## config.mk

```make
export PLATFORM = sky130hd
export DESIGN_NAME = modbus_rtu_response_checker_top
export DESIGN_NICKNAME = d
export VERILOG_FILES = /design/src/hw/rtl/mrc_pkg.sv /design/src/hw/rtl/mrc_in_stage.sv /design/src/hw/rtl/mrc_engine.sv /design/src/hw/rtl/modbus_rtu_response_checker_top.sv
export SDC_FILE = /design/constraint.sdc
export NUM_CORES = 1
export LEC_CHECK = 0
export ABC_AREA = 0
export BUFFER_PORTS_ARGS = -buffer_cell sky130_fd_sc_hd__buf_4
export CAP_MARGIN = 10
export CORE_MARGIN = 2
export CORE_UTILIZATION = 45
export CTS_CLUSTER_SIZE = 14
export DETAILED_ROUTE_END_ITERATION = 8
export PLACE_DENSITY_LB_ADDON = 0.08
export SETUP_SLACK_MARGIN = 0.02
export SYNTH_ARGS = -nofsm -noshare
export SYNTH_HDL_FRONTEND = slang
export SYNTH_SLANG_ARGS = --single-unit
```

## constraint.sdc

```tcl
create_clock -name clk_i -period 5.7 [get_ports clk_i]
set_clock_uncertainty 0.2 [all_clocks]
set_input_delay 0.285 -clock clk_i [delete_from_list [all_inputs] [get_ports clk_i]]
set_output_delay 0.285 -clock clk_i [all_outputs]
set_load 0.03 [all_outputs]
```

## src/hw/rtl/mrc_pkg.sv

```systemverilog
// Shared types, constants and the CRC-16 byte update for the Modbus RTU
// response checker. No dependencies.
`default_nettype none

package mrc_pkg;

  localparam int unsigned FRAME_LEN     = 8;
  localparam int unsigned TICK_BITS_DEF = 16;
  localparam int unsigned ADDR_W        = 8;
  localparam int unsigned TIMEOUT_W     = 16;
  localparam int unsigned CFG_DATA_W    = 16;
  localparam int unsigned HEAD_W        = 48;

  localparam logic [15:0] CRC_INIT = 16'hFFFF;
  localparam logic [15:0] CRC_POLY = 16'hA001;

  localparam logic [ADDR_W-1:0]    ADDR_RST    = 8'd1;
  localparam logic [TIMEOUT_W-1:0] TIMEOUT_RST = 16'd50;

  typedef enum logic [0:0] {
    REG_EXP_ADDR = 1'b0,
    REG_TIMEOUT  = 1'b1
  } reg_idx_e;

  typedef enum logic [1:0] {
    OP_START = 2'd0,
    OP_BYTE  = 2'd1,
    OP_TICK  = 2'd2
  } op_e;

  typedef struct packed {
    logic [1:0] opcode;
    logic [7:0] rx_byte;
  } item_t;

  typedef struct packed {
    logic              status;
    logic [HEAD_W-1:0] frame_head;
    logic [15:0]       frame_crc;
  } result_t;

  // Reflected CRC-16 update over one byte, LSB first.
  function automatic logic [15:0] crc_byte(input logic [15:0] crc_in,
                                           input logic [7:0]  data);
    logic [15:0] c;
    c = crc_in ^ {8'h00, data};
    for (int k = 0; k < 8; k++) begin
      if (c[0]) begin
        c = (c >> 1) ^ CRC_POLY;
      end else begin
        c = c >> 1;
      end
    end
    return c;
  endfunction

endpackage

`default_nettype wire

```

## src/hw/rtl/mrc_in_stage.sv

```systemverilog
// Input register of the response checker: holds one accepted item.
// Depends on mrc_pkg.
`default_nettype none

module mrc_in_stage (
  input  wire logic          clk_i,
  input  wire logic          rst_ni,
  input  wire logic          in_valid_i,
  output logic               in_ready_o,
  input  wire logic [1:0]    opcode_i,
  input  wire logic [7:0]    rx_byte_i,
  input  wire logic          take_i,
  output logic               item_valid_o,
  output mrc_pkg::item_t     item_o
);
  import mrc_pkg::*;

  logic  valid_q, valid_d;
  item_t item_q;

  assign in_ready_o   = !valid_q || take_i;
  assign item_valid_o = valid_q;
  assign item_o       = item_q;

  always_comb begin
    valid_d = valid_q;
    if (take_i) begin
      valid_d = 1'b0;
    end
    if (in_valid_i && in_ready_o) begin
      valid_d = 1'b1;
    end
  end

  always_ff @(posedge clk_i or negedge rst_ni) begin
    if (!rst_ni) begin
      valid_q <= 1'b0;
    end else begin
      valid_q <= valid_d;
    end
  end

  always_ff @(posedge clk_i) begin
    if (in_valid_i && in_ready_o) begin
      item_q.opcode  <= opcode_i;
      item_q.rx_byte <= rx_byte_i;
    end
  end

endmodule

`default_nettype wire

```

## src/hw/rtl/mrc_engine.sv

```systemverilog
// Frame state of the response checker: byte collection, running CRC,
// tick counter and the match / timeout decision. Depends on mrc_pkg.
`default_nettype none

module mrc_engine #(
  parameter int unsigned TICK_BITS = mrc_pkg::TICK_BITS_DEF
) (
  input  wire logic                             clk_i,
  input  wire logic                             rst_ni,
  input  wire logic                             item_valid_i,
  input  wire mrc_pkg::item_t                   item_i,
  input  wire logic [mrc_pkg::ADDR_W-1:0]       exp_addr_i,
  input  wire logic [mrc_pkg::TIMEOUT_W-1:0]    timeout_i,
  output logic                                  res_valid_o,
  output mrc_pkg::result_t                      res_o
);
  import mrc_pkg::*;

  localparam int unsigned CW = (TICK_BITS > TIMEOUT_W) ? TICK_BITS : TIMEOUT_W;
  localparam logic [2:0] LAST_IDX = 3'(FRAME_LEN - 1);
  localparam logic [2:0] CRC_END  = 3'(FRAME_LEN - 2);
  localparam logic [TICK_BITS-1:0] TICK_MAX = {TICK_BITS{1'b1}};

  logic                 armed_q, armed_d;
  logic [2:0]           idx_q, idx_d;
  logic [15:0]          crc_q, crc_d;
  logic [TICK_BITS-1:0] ticks_q, ticks_d;
  logic [7:0]           store_q [FRAME_LEN-1];
  logic                 store_we;

  logic [TICK_BITS-1:0] tick_next;
  logic [15:0]          rx_crc;
  logic                 frame_ok;
  logic                 timed_out;

  assign tick_next = (ticks_q == TICK_MAX) ? ticks_q : ticks_q + 1'b1;
  assign timed_out = (CW'(tick_next) >= CW'(timeout_i)) || (tick_next == TICK_MAX);
  assign rx_crc    = {item_i.rx_byte, store_q[6]};
  assign frame_ok  = (rx_crc == crc_q) && (store_q[0] == exp_addr_i);

  always_comb begin
    armed_d     = armed_q;
    idx_d       = idx_q;
    crc_d       = crc_q;
    ticks_d     = ticks_q;
    store_we    = 1'b0;
    res_valid_o = 1'b0;
    res_o       = '0;
    if (item_valid_i) begin
      case (item_i.opcode)
        OP_START: begin
          armed_d = 1'b1;
          idx_d   = '0;
          crc_d   = CRC_INIT;
          ticks_d = '0;
        end
        OP_BYTE: begin
          if (armed_q) begin
            if (idx_q < LAST_IDX) begin
              store_we = 1'b1;
              if (idx_q < CRC_END) begin
                crc_d = crc_byte(crc_q, item_i.rx_byte);
              end
              idx_d = idx_q + 1'b1;
            end else begin
              idx_d = '0;
              crc_d = CRC_INIT;
              if (frame_ok) begin
                res_valid_o      = 1'b1;
                res_o.status     = 1'b0;
                res_o.frame_head = {store_q[0], store_q[1], store_q[2],
                                    store_q[3], store_q[4], store_q[5]};
                res_o.frame_crc  = rx_crc;
                armed_d          = 1'b0;
              end
            end
          end
        end
        OP_TICK: begin
          if (armed_q) begin
            ticks_d = tick_next;
            if (timed_out) begin
              res_valid_o  = 1'b1;
              res_o.status = 1'b1;
              armed_d      = 1'b0;
              idx_d        = '0;
              crc_d        = CRC_INIT;
            end
          end
        end
        default: ;
      endcase
    end
  end

  always_ff @(posedge clk_i or negedge rst_ni) begin
    if (!rst_ni) begin
      armed_q <= 1'b0;
      idx_q   <= '0;
      crc_q   <= CRC_INIT;
      ticks_q <= '0;
    end else begin
      armed_q <= armed_d;
      idx_q   <= idx_d;
      crc_q   <= crc_d;
      ticks_q <= ticks_d;
    end
  end

  always_ff @(posedge clk_i) begin
    if (store_we) begin
      store_q[idx_q] <= item_i.rx_byte;
    end
  end

endmodule

`default_nettype wire

```

## src/hw/rtl/modbus_rtu_response_checker_top.sv

```systemverilog
// Top level of the Modbus RTU response checker: configuration registers,
// result register and wiring. Depends on mrc_pkg, mrc_in_stage, mrc_engine.
//
//   port group      dir   handshake                payload
//   input item      in    in_valid_i / in_ready_o  opcode_i, rx_byte_i
//   result item     out   out_valid_o / out_ready_i status_o, frame_head_o,
//                                                  frame_crc_o
//   configuration   in    cfg_we_i                 cfg_idx_i, cfg_data_i
//
// An item is registered on accept and processed when the engine takes it (a held
// result stalls this); its result (if any) is then registered in the output register.
// One item per cycle is sustained while the output register drains.
// A held result stalls processing only; the input register still takes one
// item. Reset clears control state; frame bytes are not reset.
`default_nettype none

module modbus_rtu_response_checker_top #(
  parameter int unsigned TICK_BITS = mrc_pkg::TICK_BITS_DEF
) (
  input  wire logic                              clk_i,
  input  wire logic                              rst_ni,
  input  wire logic                              in_valid_i,
  output logic                                   in_ready_o,
  input  wire logic [1:0]                        opcode_i,
  input  wire logic [7:0]                        rx_byte_i,
  output logic                                   out_valid_o,
  input  wire logic                              out_ready_i,
  output logic                                   status_o,
  output logic [mrc_pkg::HEAD_W-1:0]             frame_head_o,
  output logic [15:0]                            frame_crc_o,
  input  wire logic                              cfg_we_i,
  input  wire logic                              cfg_idx_i,
  input  wire logic [mrc_pkg::CFG_DATA_W-1:0]    cfg_data_i
);
  import mrc_pkg::*;

  logic [ADDR_W-1:0]    exp_addr_q;
  logic [TIMEOUT_W-1:0] timeout_q;

  logic    item_valid;
  item_t   item;
  logic    take;
  logic    res_valid;
  result_t res;
  logic    out_valid_q;
  result_t out_q;

  assign take = item_valid && (!out_valid_q || out_ready_i);

  always_ff @(posedge clk_i or negedge rst_ni) begin
    if (!rst_ni) begin
      exp_addr_q <= ADDR_RST;
      timeout_q  <= TIMEOUT_RST;
    end else if (cfg_we_i) begin
      unique case (reg_idx_e'(cfg_idx_i))
        REG_EXP_ADDR: exp_addr_q <= cfg_data_i[ADDR_W-1:0];
        REG_TIMEOUT:  timeout_q  <= cfg_data_i[TIMEOUT_W-1:0];
        default: ;
      endcase
    end
  end

  mrc_in_stage u_in_stage (
    .clk_i        (clk_i),
    .rst_ni       (rst_ni),
    .in_valid_i   (in_valid_i),
    .in_ready_o   (in_ready_o),
    .opcode_i     (opcode_i),
    .rx_byte_i    (rx_byte_i),
    .take_i       (take),
    .item_valid_o (item_valid),
    .item_o       (item)
  );

  mrc_engine #(
    .TICK_BITS (TICK_BITS)
  ) u_engine (
    .clk_i        (clk_i),
    .rst_ni       (rst_ni),
    .item_valid_i (take),
    .item_i       (item),
    .exp_addr_i   (exp_addr_q),
    .timeout_i    (timeout_q),
    .res_valid_o  (res_valid),
    .res_o        (res)
  );

  always_ff @(posedge clk_i or negedge rst_ni) begin
    if (!rst_ni) begin
      out_valid_q <= 1'b0;
    end else if (take) begin
      out_valid_q <= res_valid;
    end else if (out_ready_i) begin
      out_valid_q <= 1'b0;
    end
  end

  always_ff @(posedge clk_i) begin
    if (take && res_valid) begin
      out_q <= res;
    end
  end

  assign out_valid_o  = out_valid_q;
  assign status_o     = out_q.status;
  assign frame_head_o = out_q.frame_head;
  assign frame_crc_o  = out_q.frame_crc;

endmodule

`default_nettype wire
```

* After elaboration in Yosys (flattened, before gate mapping)
Memory sizes are Yosys's and may differ from the RTL's. Cells that the tools add are included.
Word-level totals: RAM bits 56, bits of input ports 32, word-level logic and storage cells 148, memories 1, flip-flop bits (word level) 137, output and inout bits 67
Operators by class: mux-type cells 84, magnitude comparators 3, bitwise gates (word level) 14, reductions and logical operators 21, $add $sub $neg 2, eq/ne operators 10
Memories:
- u_engine.store_q | words 7, bits a word 8, read ports 7, clocked after memory_dff 0, wr ports 1, line mrc_engine.sv:28 | logic [7:0] store_q [FRAME_LEN-1];
Operators with widths (number):
- two-way mux 16 bit | 50
- two-way mux 65 bit | 2
- two-way mux 64 bit | 1
- one-hot mux 16 bit (3 select lines) | 1
- equality test 16 bit, second input constant | 2
- one-hot mux 16 bit (2 select lines) | 1
- NOT 2 -> 3 bit | 8
- two-way mux 1 bit | 21
- adder 16 x 1 -> 16 bit, second input constant | 1
- equality test 16 bit | 1
- >= comparator 16 bit | 1
- XOR 16 x 8 -> 16 bit | 1
- two-way mux 3 bit | 4
- one-hot mux 3 bit (3 select lines) | 1
- equality test 8 bit | 1
- < comparator 3 bit, second input constant | 2
- inequality test 2 x 1 -> 1 bit, second input constant | 3
- AND reduction 2 bit | 3
- AND reduction 6 bit | 1
- nonzero test 2 bit | 3
- NOT 1 bit | 5
- AND reduction 5 bit | 1
- OR reduction 5 bit | 1
- logical AND 1 bit | 4
- 11 further kinds | 15

* Longest topological paths before layout
Gate-level depths: netlist of the first run.
depth in word-level cells 56, mapped depth 17, gate-level depth less buffers 15

* Hierarchy
A second synthesis of the first run with hierarchy kept.
Unflattened totals: cells, all modules 608, area total of the unflattened synthesis 8652.0 µm²
Modules (own cells, without submodules):
- mrc_engine | sequential area each 2602.5 µm², cells each 471, area an instance 5302.6 µm², instances 1
- modbus_rtu_response_checker_top | sequential area each 2582.5 µm², cells each 123, area an instance 2995.4 µm², instances 1
- mrc_in_stage | sequential area each 325.3 µm², cells each 14, area an instance 354.1 µm², instances 1

* Worst setup path before layout of the first run
OpenSTA, ideal clock, no wires.
path kind reg2reg, from register u_engine.ticks_q[1], to register out_q (netlist bit frame_crc_o[0]), enable pin, path slack 0.878 ns, setup time 0.419 ns, data required time 5.081 ns, arrival 4.203 ns, cell stages (with the launch flop) 15, path buffers 1, period minus slack after synthesis 4.822 ns, cells stage by stage dfrtp_1 ha_1 nand3_2 or4_1 clkbuf_1 xnor2_1 ha_1 nand2b_1 a21o_1 a211o_1 a221oi_1 o21ai_0 o21ai_0 a21o_1 inv_1
Between the ends: word-level cells in the longest chain between the ends 9, elaborated cells between the ends (all ways) 11, those cells by class add/sub (1); order compare (1); eq/ne (2); mux (5); reduce/logical (2)
Ends and longest elaborated chain:
- from (decl) | line mrc_engine.sv:27 | logic [TICK_BITS-1:0] ticks_q, ticks_d;
- from (signal assigned) | line mrc_engine.sv:106 | ticks_q <= ticks_d;
- adder 16 x 1 -> 16 bit / equality test 16 bit (equally long branches) | line mrc_engine.sv:36 | assign tick_next = (ticks_q == TICK_MAX) ? ticks_q : ticks_q + 1'b1;
- two-way mux 16 bit * | line mrc_engine.sv:36
- >= comparator 16 bit / equality test 16 bit (equally long branches) | line mrc_engine.sv:37 | assign timed_out = (CW'(tick_next) >= CW'(timeout_i)) || (tick_next == TICK_MAX);
- logical OR 1 bit * | line mrc_engine.sv:37
- two-way mux 1 bit * | line mrc_engine.sv:82 | if (timed_out) begin
- two-way mux 1 bit * | line mrc_engine.sv:80 | if (armed_q) begin
- one-hot mux 1 bit (2 select lines) * | line mrc_engine.sv:50 | case (item_i.opcode)
- two-way mux 1 bit * | line mrc_engine.sv:49 | if (item_valid_i) begin
- logical AND 1 bit * | line modbus_rtu_response_checker_top.sv:99 | if (take && res_valid) begin
- to (signal assigned) | line modbus_rtu_response_checker_top.sv:100 | out_q <= res;
- to (decl) | line modbus_rtu_response_checker_top.sv:46 | result_t out_q;
Every way passes the cells marked *; elsewhere a longest branch is shown, timed or not. A chain may end at the register's enable or synchronous reset.

* Worst setup path after layout of the first run
from register u_engine.ticks_q[0], to register frame_head_o[44] (netlist name)
Between the ends: word-level cells in the longest chain between the ends 9, elaborated cells between the ends (all ways) 11, those cells by class add/sub (1); order compare (1); eq/ne (2); mux (5); reduce/logical (2)
Ends and longest elaborated chain (line):
- adder 16 x 1 -> 16 bit / equality test 16 bit (equally long branches) | mrc_engine.sv:36
- two-way mux 16 bit * | mrc_engine.sv:36
- >= comparator 16 bit / equality test 16 bit (equally long branches) | mrc_engine.sv:37
- logical OR 1 bit * | mrc_engine.sv:37
- two-way mux 1 bit * | mrc_engine.sv:82
- two-way mux 1 bit * | mrc_engine.sv:80
- one-hot mux 1 bit (2 select lines) * | mrc_engine.sv:50
- two-way mux 1 bit * | mrc_engine.sv:49
- logical AND 1 bit * | modbus_rtu_response_checker_top.sv:99
Marked as above.

==> results of run 1 <==
-- area by class of cell --
| class | count | area (µm²) | share of cell area, % |
|---|---|---|---|
| clock buffers | 17 | 425 | 4.11 |
| repair buffers | 136 | 1110 | 10.7 |
| flip-flops and latches | 193 | 5510 | 53.3 |
| inverters | 28 | 105 | 1.02 |
| multi-input cells | 361 | 2760 | 26.6 |
| clock inverters | 15 | 149 | 1.44 |
| well taps | 234 | 293 | 2.83 |
-- layer usage --
layer	up-vias	GRT usage, %	wire (µm)
met1	2561	23.8	7670
met5	-	0	0
met4	0	5.63	250
met3	19	4.01	593
met2	122	30.5	8390
li1	2472	-	-
-- power by group --
group | switching (µW) | internal [µW] | leakage (µW) | total [µW]
sequential | 61.4 | 1560 | 0.00209 | 1620
combinational | 145 | 157 | 0.00192 | 303
clock | 553 | 617 | 0.000272 | 1170
total | 760 | 2340 | 0.00428 | 3100
-- repair_timing --
action,CTS,global route
hold buffers,30,0
endpoints found under the setup margin,0,0
hold endpoints to repair,78,0
-- worst paths after layout --
check | cells past startpoint | endpoint | slack [ps] | startpoint
max | 16 | frame_head_o[44]$_SDFFCE_PP0P_ | 730 | u_engine.ticks_q[0]$_DFFE_PN0P_
min | 3 | exp_addr_q[6]$_DFFE_PN0P_ | 160 | cfg_idx_i
max reg2reg | 16 | frame_head_o[44]$_SDFFCE_PP0P_ | 730 | u_engine.ticks_q[0]$_DFFE_PN0P_
min reg2reg | 1 | timeout_q[8]$_DFFE_PN0P_ | 310 | timeout_q[8]$_DFFE_PN0P_
max in group asynchronous | 2 | u_engine.ticks_q[2]$_DFFE_PN0P_ | 4470 | rst_ni
min in group asynchronous | 2 | timeout_q[11]$_DFFE_PN0P_ | 280 | rst_ni
-- cells in the final DEF (no fill, tap or decap), drive strengths merged, types with 11 or more instances in the layout --
cell type / Yosys / layout
xnor2: 41 / 41
buf: 7 / 106
o32a: 17 / 17
inv: 28 / 35
nand2: 25 / 25
nor2: 18 / 18
mux2: 29 / 29
dfrtp: 42 / 42
nand4: 11 / 11
a22o: 12 / 12
dlygate4sd3: 0 / 30
nor3: 14 / 14
o21ai: 14 / 14
dfstp: 20 / 20
edfxtp: 131 / 131
and2: 67 / 67
clkbuf: 15 / 17
nand3: 11 / 11
ha: 22 / 22
xor2: 14 / 14
-- flip-flops by register name, summed over array words and instances (netlist names) --
register	flops
timeout_q	16
frame_head_o	48
frame_crc_o	16
u_in_stage.item_o	10
out_valid_o	1
status_o	1
exp_addr_q	8
u_engine.ticks_q	16
u_engine.armed_q	1
u_engine.store_q	56
u_engine.idx_q	3
u_in_stage.item_valid_o	1
u_engine.crc_q	16
-- worst register-to-register path: stages (launching register included) --
cell and delay [ps]:
dfrtp_1 510, ha_1 350, nand3_2 240, nor4_4 530, nor3_1 180, nand3_1 140, xnor2_1 100, ha_1 290
o21a_1 120, o22ai_1 70, nor2_1 100, a221oi_1 90, o21ai_0 480, o21ai_0 240, a21o_1 220, inv_2 480
buf_12 320
-- through the flow --
stage / instances / setup WS, ps
2_1_floorplan: 604 / 878
3_3_place_gp: 922 / 945
3_5_place_dp: 922 / 746
4_1_cts: 984 / 713
5_1_grt: 984 / 408
6_report: 984 / 731
-- cell families after synthesis --
| logic type | count (synthesis) |
|---|---|
| mux | 29 |
| flops | 193 |
| compound gates | 73 |
| buf+inv | 50 |
| fa+ha+maj | 22 |
| simple gates | 182 |
| xor+xnor | 55 |
==> metrics.yaml, run 1 <==
critical_path:
  worst_setup_path_end_kind: "flip-flop"
  cp_data_required_time_ps: 5620
  crit_chain: "ha_1 -> nand3_2 -> nor4_4 -> nor3_1 -> nand3_1 -> xnor2_1 -> ha_1 -> o21a_1 -> o22ai_1 -> nor2_1 -> a221oi_1 -> o21ai_0 -> o21ai_0 -> a21o_1 -> inv_2 -> buf_12"
  path_max_fanout: 37
  startpoint_type: "flip-flop"
  cp.arrival_ps: 4890
  path_delay_family: "compound AO/OA/AOI/OAI gates"
  cp_num_buf_inv: 2
  slowest_delay_ps: 530
  crit_type: "reg -> reg"
  critPathSlowestCell: "nor4_4"
yosys:
  synth_nets: 658
  yosys.area_share.simple_pct: 12.8
  seq_area_frac_synth_pct: 65.0
  synth-xor-area-share_pct: 5.68
  synth.most_common_cell: "edfxtp_1"
  synth-adder-area-share_pct: 3.25
  synth.area.top_cells: "edfxtp_1 46%, dfrtp_1 12%, dfstp_2 6.2%"
  ys.flop_type: "edfxtp_1"
  ys_ff_latch: 193
  synth.top_cell.area_share_pct: 46.4
  yosysTopAreaCell: "edfxtp_1"
  syn_area_um2: 8480
  synth_top_family_by_area: "simple AND/OR/NAND/NOR gates"
  synth_compound_area_share_pct: 6.82
  yosysUniqueCellTypes: 61
  synth.area.mux_share_pct: 3.85
  synthCells: 604
  async_flop_share_pct: 32.1
  syn_area_per_cell_um2: 14.0
  yosysWarnings: 0
  synth_common_cells: "131 x edfxtp_1, 66 x and2_1, 42 x dfrtp_1"
  synth-edff-count: 131
routing:
  routed-via-count: 5174
  drt-initial-drc-count: 301
  drtPass1Iterations: 4
  via_per_inst: 5.26
  drc: 0
  wl_per_cell_um: 17.2
  ant_nets: 0
  totalWireLength_mm: 16.9
placement:
  dp_hpwl_mm: 11.6
  placedInstanceArea_um2: 9470
  io_buffers: 98
  gp_congestion: 0.827
die:
  dieArea_um2: 19900
  core-area_um2: 18600
  start_util_pct: 45.6
  die_y_um: 141
  die_w_um: 141
  rows: 50
  io_pins: 99
cells_and_area:
  syn_to_final_growth_pct: 22.1
  final_area_um2: 10300
  fin_util_pct: 55.7
  n_antenna_cell: 0
  drive_gt1_share_pct: 28.1
  nNetsFinal: 791
  fillers: 1527
grt:
  global_route.usage.total_pct: 18.2
  grt_max_degree: 65
  grt.overflow.total: 0
  grt_pass1_wl_mm: 28.0
  grt_pass1_vias: 5322
  antenna_found_initial: 0
clock_tree:
  insertion_delay_ps: 430
  cts_tree: "yes"
  ctsResizeCount: 0
  postCtsSetupBuffers: 0
  clk_pin_slew_ps: 80
  cts.sinks: 193
  clock-root-buffer: "clkbuf_16"
  clockBufferDepth: 2
  htree_levels: 4
  numCtsBuffers: 17
pwr:
  power.density_nw_per_um2: 299
  p_leak_uw: 0.00428
  power_uw: 3100
  ir_drop_mv: 0.204
sta:
  slew_viol_final: 0
  worst_slew_pin_slew_ps: 1060
  layout_min_cycle_time_ps: 4970
  rsz0062_at_grt: "false"
  setup_violations: 0
  whs_ps: 161
  finalHoldViolations: 0
  finalCritPeriodShare_pct: 87.2
  setup_tns_ps: 0
  max_freq_mhz: 201
  slew_headroom_pct: 29.1
run:
  cap_violations: 0
worst_hold_path:
  worstHoldPathType: "in -> reg"
run_status:
  status: "completed"
Power figures use the tool's default switching activity.
==> run 2: changes to the inputs <==
--- a/config.mk
+++ b/config.mk
@@ -9,7 +9,7 @@
 export BUFFER_PORTS_ARGS = -buffer_cell sky130_fd_sc_hd__buf_4
 export CAP_MARGIN = 10
 export CORE_MARGIN = 2
-export CORE_UTILIZATION = 45
+export CORE_UTILIZATION = 58
 export CTS_CLUSTER_SIZE = 14
 export DETAILED_ROUTE_END_ITERATION = 8
 export PLACE_DENSITY_LB_ADDON = 0.08
==> metrics.yaml, run 2 (synthesis results as in run 1) <==
clock_tree:
  ctsResizeCount: 0  # unchanged
  cts_tree: "yes"
  postCtsSetupBuffers: 0  # unchanged
  insertion_delay_ps: 430  # about the same
  clk_pin_slew_ps: 70  # about the same
  cts_hold_buf: 30  # unchanged
  numCtsBuffers: 17  # unchanged
  htree_levels: 4  # unchanged
  cts.sinks: 193  # unchanged
  clock-root-buffer: "clkbuf_16"
  clockBufferDepth: 2  # unchanged
routing:
  wl_per_cell_um: 17.7  # +3.2%
  ant_nets: 0  # unchanged
  drt-initial-drc-count: 417  # +39%
  wl_met1_mm: 7.23  # -5.8%
  drc: 0  # unchanged
  top_layer_used: "met4"
  wl_met2_mm: 8.43  # +0.37%
  via_per_inst: 5.59  # +6.4%
  totalWireLength_mm: 16.6  # -2.0%
  routed-via-count: 5230  # +1.1%
  route.met3.wl_um: 680  # +15%
  drtPass1Iterations: 5  # +1
critical_path:
  crit_type: "reg -> reg"
  path_delay_family: "simple AND/OR/NAND/NOR gates"
  slowest_delay_ps: 550  # +20 ps
  startpoint_type: "flip-flop"
  worst_setup_path_end_kind: "flip-flop"
  crit_chain: "ha_1 -> nand3_2 -> nor4_4 -> nor3_1 -> nand3_1 -> xnor2_1 -> ha_1 -> or3_1 -> o22ai_1 -> nor2_1 -> a221oi_1 -> o21ai_0 -> o21ai_0 -> a21o_1 -> inv_2 -> buf_4"
  cp.arrival_ps: 5020  # +130 ps
  timing.rr.start: "u_engine.ticks_q[0]$_DFFE_PN0P_"
  r2r_end: "frame_head_o[20]$_SDFFCE_PP0P_"
  cp_num_buf_inv: 2  # unchanged
  reg2reg_depth: 16  # unchanged
  critPathSlowestCell: "nor4_4"
  cp_data_required_time_ps: 5600  # -20 ps
  path_max_fanout: 35  # -5.4%
  r2r_slack_ps: 570  # -160 ps
pwr:
  internal-power_uw: 2420  # +3.5%
  p_leak_uw: 0.00430  # +0.38%
  combinationalPowerShare_pct: 9.6  # -0.2 points
  pwr-share-seq_pct: 51.5  # -0.9 points
  ir_drop_mv: 0.258  # +26%
  power.density_nw_per_um2: 305  # +2.1%
  power_uw: 3150  # +1.8%
  clockPowerShare_pct: 38.9  # +1.1 points
  p_sw_uw: 734  # -3.4%
  switching_share_pct: 23.3  # -1.3 points
grt:
  global_route.usage.total_pct: 22.4  # +4.1 points
  grt_pass1_vias: 5257  # -1.2%
  grt.overflow.total: 0  # unchanged
  grt_pass1_wl_mm: 27.2  # -2.7%
  grt_max_degree: 65  # unchanged
  antenna_found_initial: 0  # unchanged
placement:
  gp_congestion: 0.859  # +3.8%
  io_buffers: 98  # unchanged
  dp.cells: 873  # -5.3%
  dp_hpwl_mm: 11.1  # -3.7%
die:
  start_util_pct: 58.8  # +13 points
  io_pins: 99  # unchanged
  rows: 44  # -12%
  die_y_um: 125  # -12%
  die_w_um: 125  # -12%
  dieArea_um2: 15600  # -22%
  core-area_um2: 14400  # -22%
sta:
  finalCritPeriodShare_pct: 89.9  # +2.8 points
  setup_violations: 0  # unchanged
  rsz0062_at_grt: "false"
  finalHoldViolations: 0  # unchanged
  slew_viol_final: 0  # unchanged
  max_freq_mhz: 195  # -3.1%
  slew_headroom_pct: 26.5  # -2.6 points
  layout_min_cycle_time_ps: 5130  # +157 ps
  worst_slew_pin_slew_ps: 1100  # +39.3 ps
  setup_tns_ps: 0  # unchanged
cells_and_area:
  regMostFlops: "u_engine.store_q"
  n_antenna_cell: 0  # unchanged
  fin_cells: 935  # -5.0%
  drive_gt1_share_pct: 28.1  # -0.037 points
  final_cell_mix: "131 x edfxtp_1, 107 x buf_4, 66 x and2_1"
  syn_to_final_growth_pct: 21.7
  largest_reg_flops: 56  # unchanged
  final_common_cell: "edfxtp_1"
  nNetsFinal: 792  # +0.13%
run_status:
  status: "completed"
worst_hold_path:
  min_to: "exp_addr_q[2]$_DFFE_PN0P_"
  whs_path_depth: 3  # unchanged
  hold_start: "cfg_idx_i"
  worstHoldPathType: "in -> reg"
run:
  cap_violations: 0  # unchanged
run 2: area by class of cell:
| class | count | area (µm²) |
|---|---|---|
| Sequential cell | 193 | 5510 |
| Fill cell | 1001 | 4110 |
| Multi-Input combinational cell | 361 | 2760 |
| Timing Repair Buffer | 137 | 1100 |
| Clock buffer | 18 | 429 |
| Tap cell | 184 | 230 |
| Clock inverter | 14 | 183 |
| Inverter | 28 | 105 |
run 2: worst max path at each step:
stage | start | endpoint | slack [ps] | cells after the start
floorplan | u_engine.ticks_q[1]$_DFFE_PN0P_ | frame_crc_o[0]$_SDFFCE_PP0P_ | 880 | 14
global placement | u_engine.ticks_q[0]$_DFFE_PN0P_ | frame_head_o[20]$_SDFFCE_PP0P_ | 850 | 16
detailed placement | u_engine.ticks_q[0]$_DFFE_PN0P_ | frame_head_o[23]$_SDFFCE_PP0P_ | 610 | 16
CTS | u_engine.ticks_q[0]$_DFFE_PN0P_ | frame_head_o[9]$_SDFFCE_PP0P_ | 590 | 16
global route | u_engine.ticks_q[0]$_DFFE_PN0P_ | frame_head_o[22]$_SDFFCE_PP0P_ | 140 | 16
finish | u_engine.ticks_q[0]$_DFFE_PN0P_ | frame_head_o[20]$_SDFFCE_PP0P_ | 570 | 16
run 2: through the flow:
step	hold WS, ps	utilization (%)	instance area, µm²	worst slack (ps)
6_report	189	71.5	10300	574
2_1_floorplan	-211	-	8480	878
3_3_place_gp	208	65.2	9410	854
4_1_cts	166	71.5	10300	590
5_1_grt	188	71.5	10300	137
3_5_place_dp	219	65.2	9410	608
run 2: tightest hold or removal path: cells and delay by family:
family / cells / cell delay, ps
and+or+nand+nor: 1 / 150
buffers and inverters: 1 / 80
muxes: 1 / 270
run 2: power by group through the flow:
stage	sequential [µW]	combinational [µW]	clock, µW
after detailed placement	1650	286	0
after floorplan	1630	223	0
final	1620	304	1230
after CTS	1620	305	1240
after global placement	1650	278	0
after global routing	1630	337	1300
run 2: layer usage:
metal / vias up / global-route usage (%)
met2: 141 / 37.0
li1: 2469 / -
met3: 20 / 4.51
met4: 0 / 6.93
met5: - / 0
met1: 2600 / 30.2
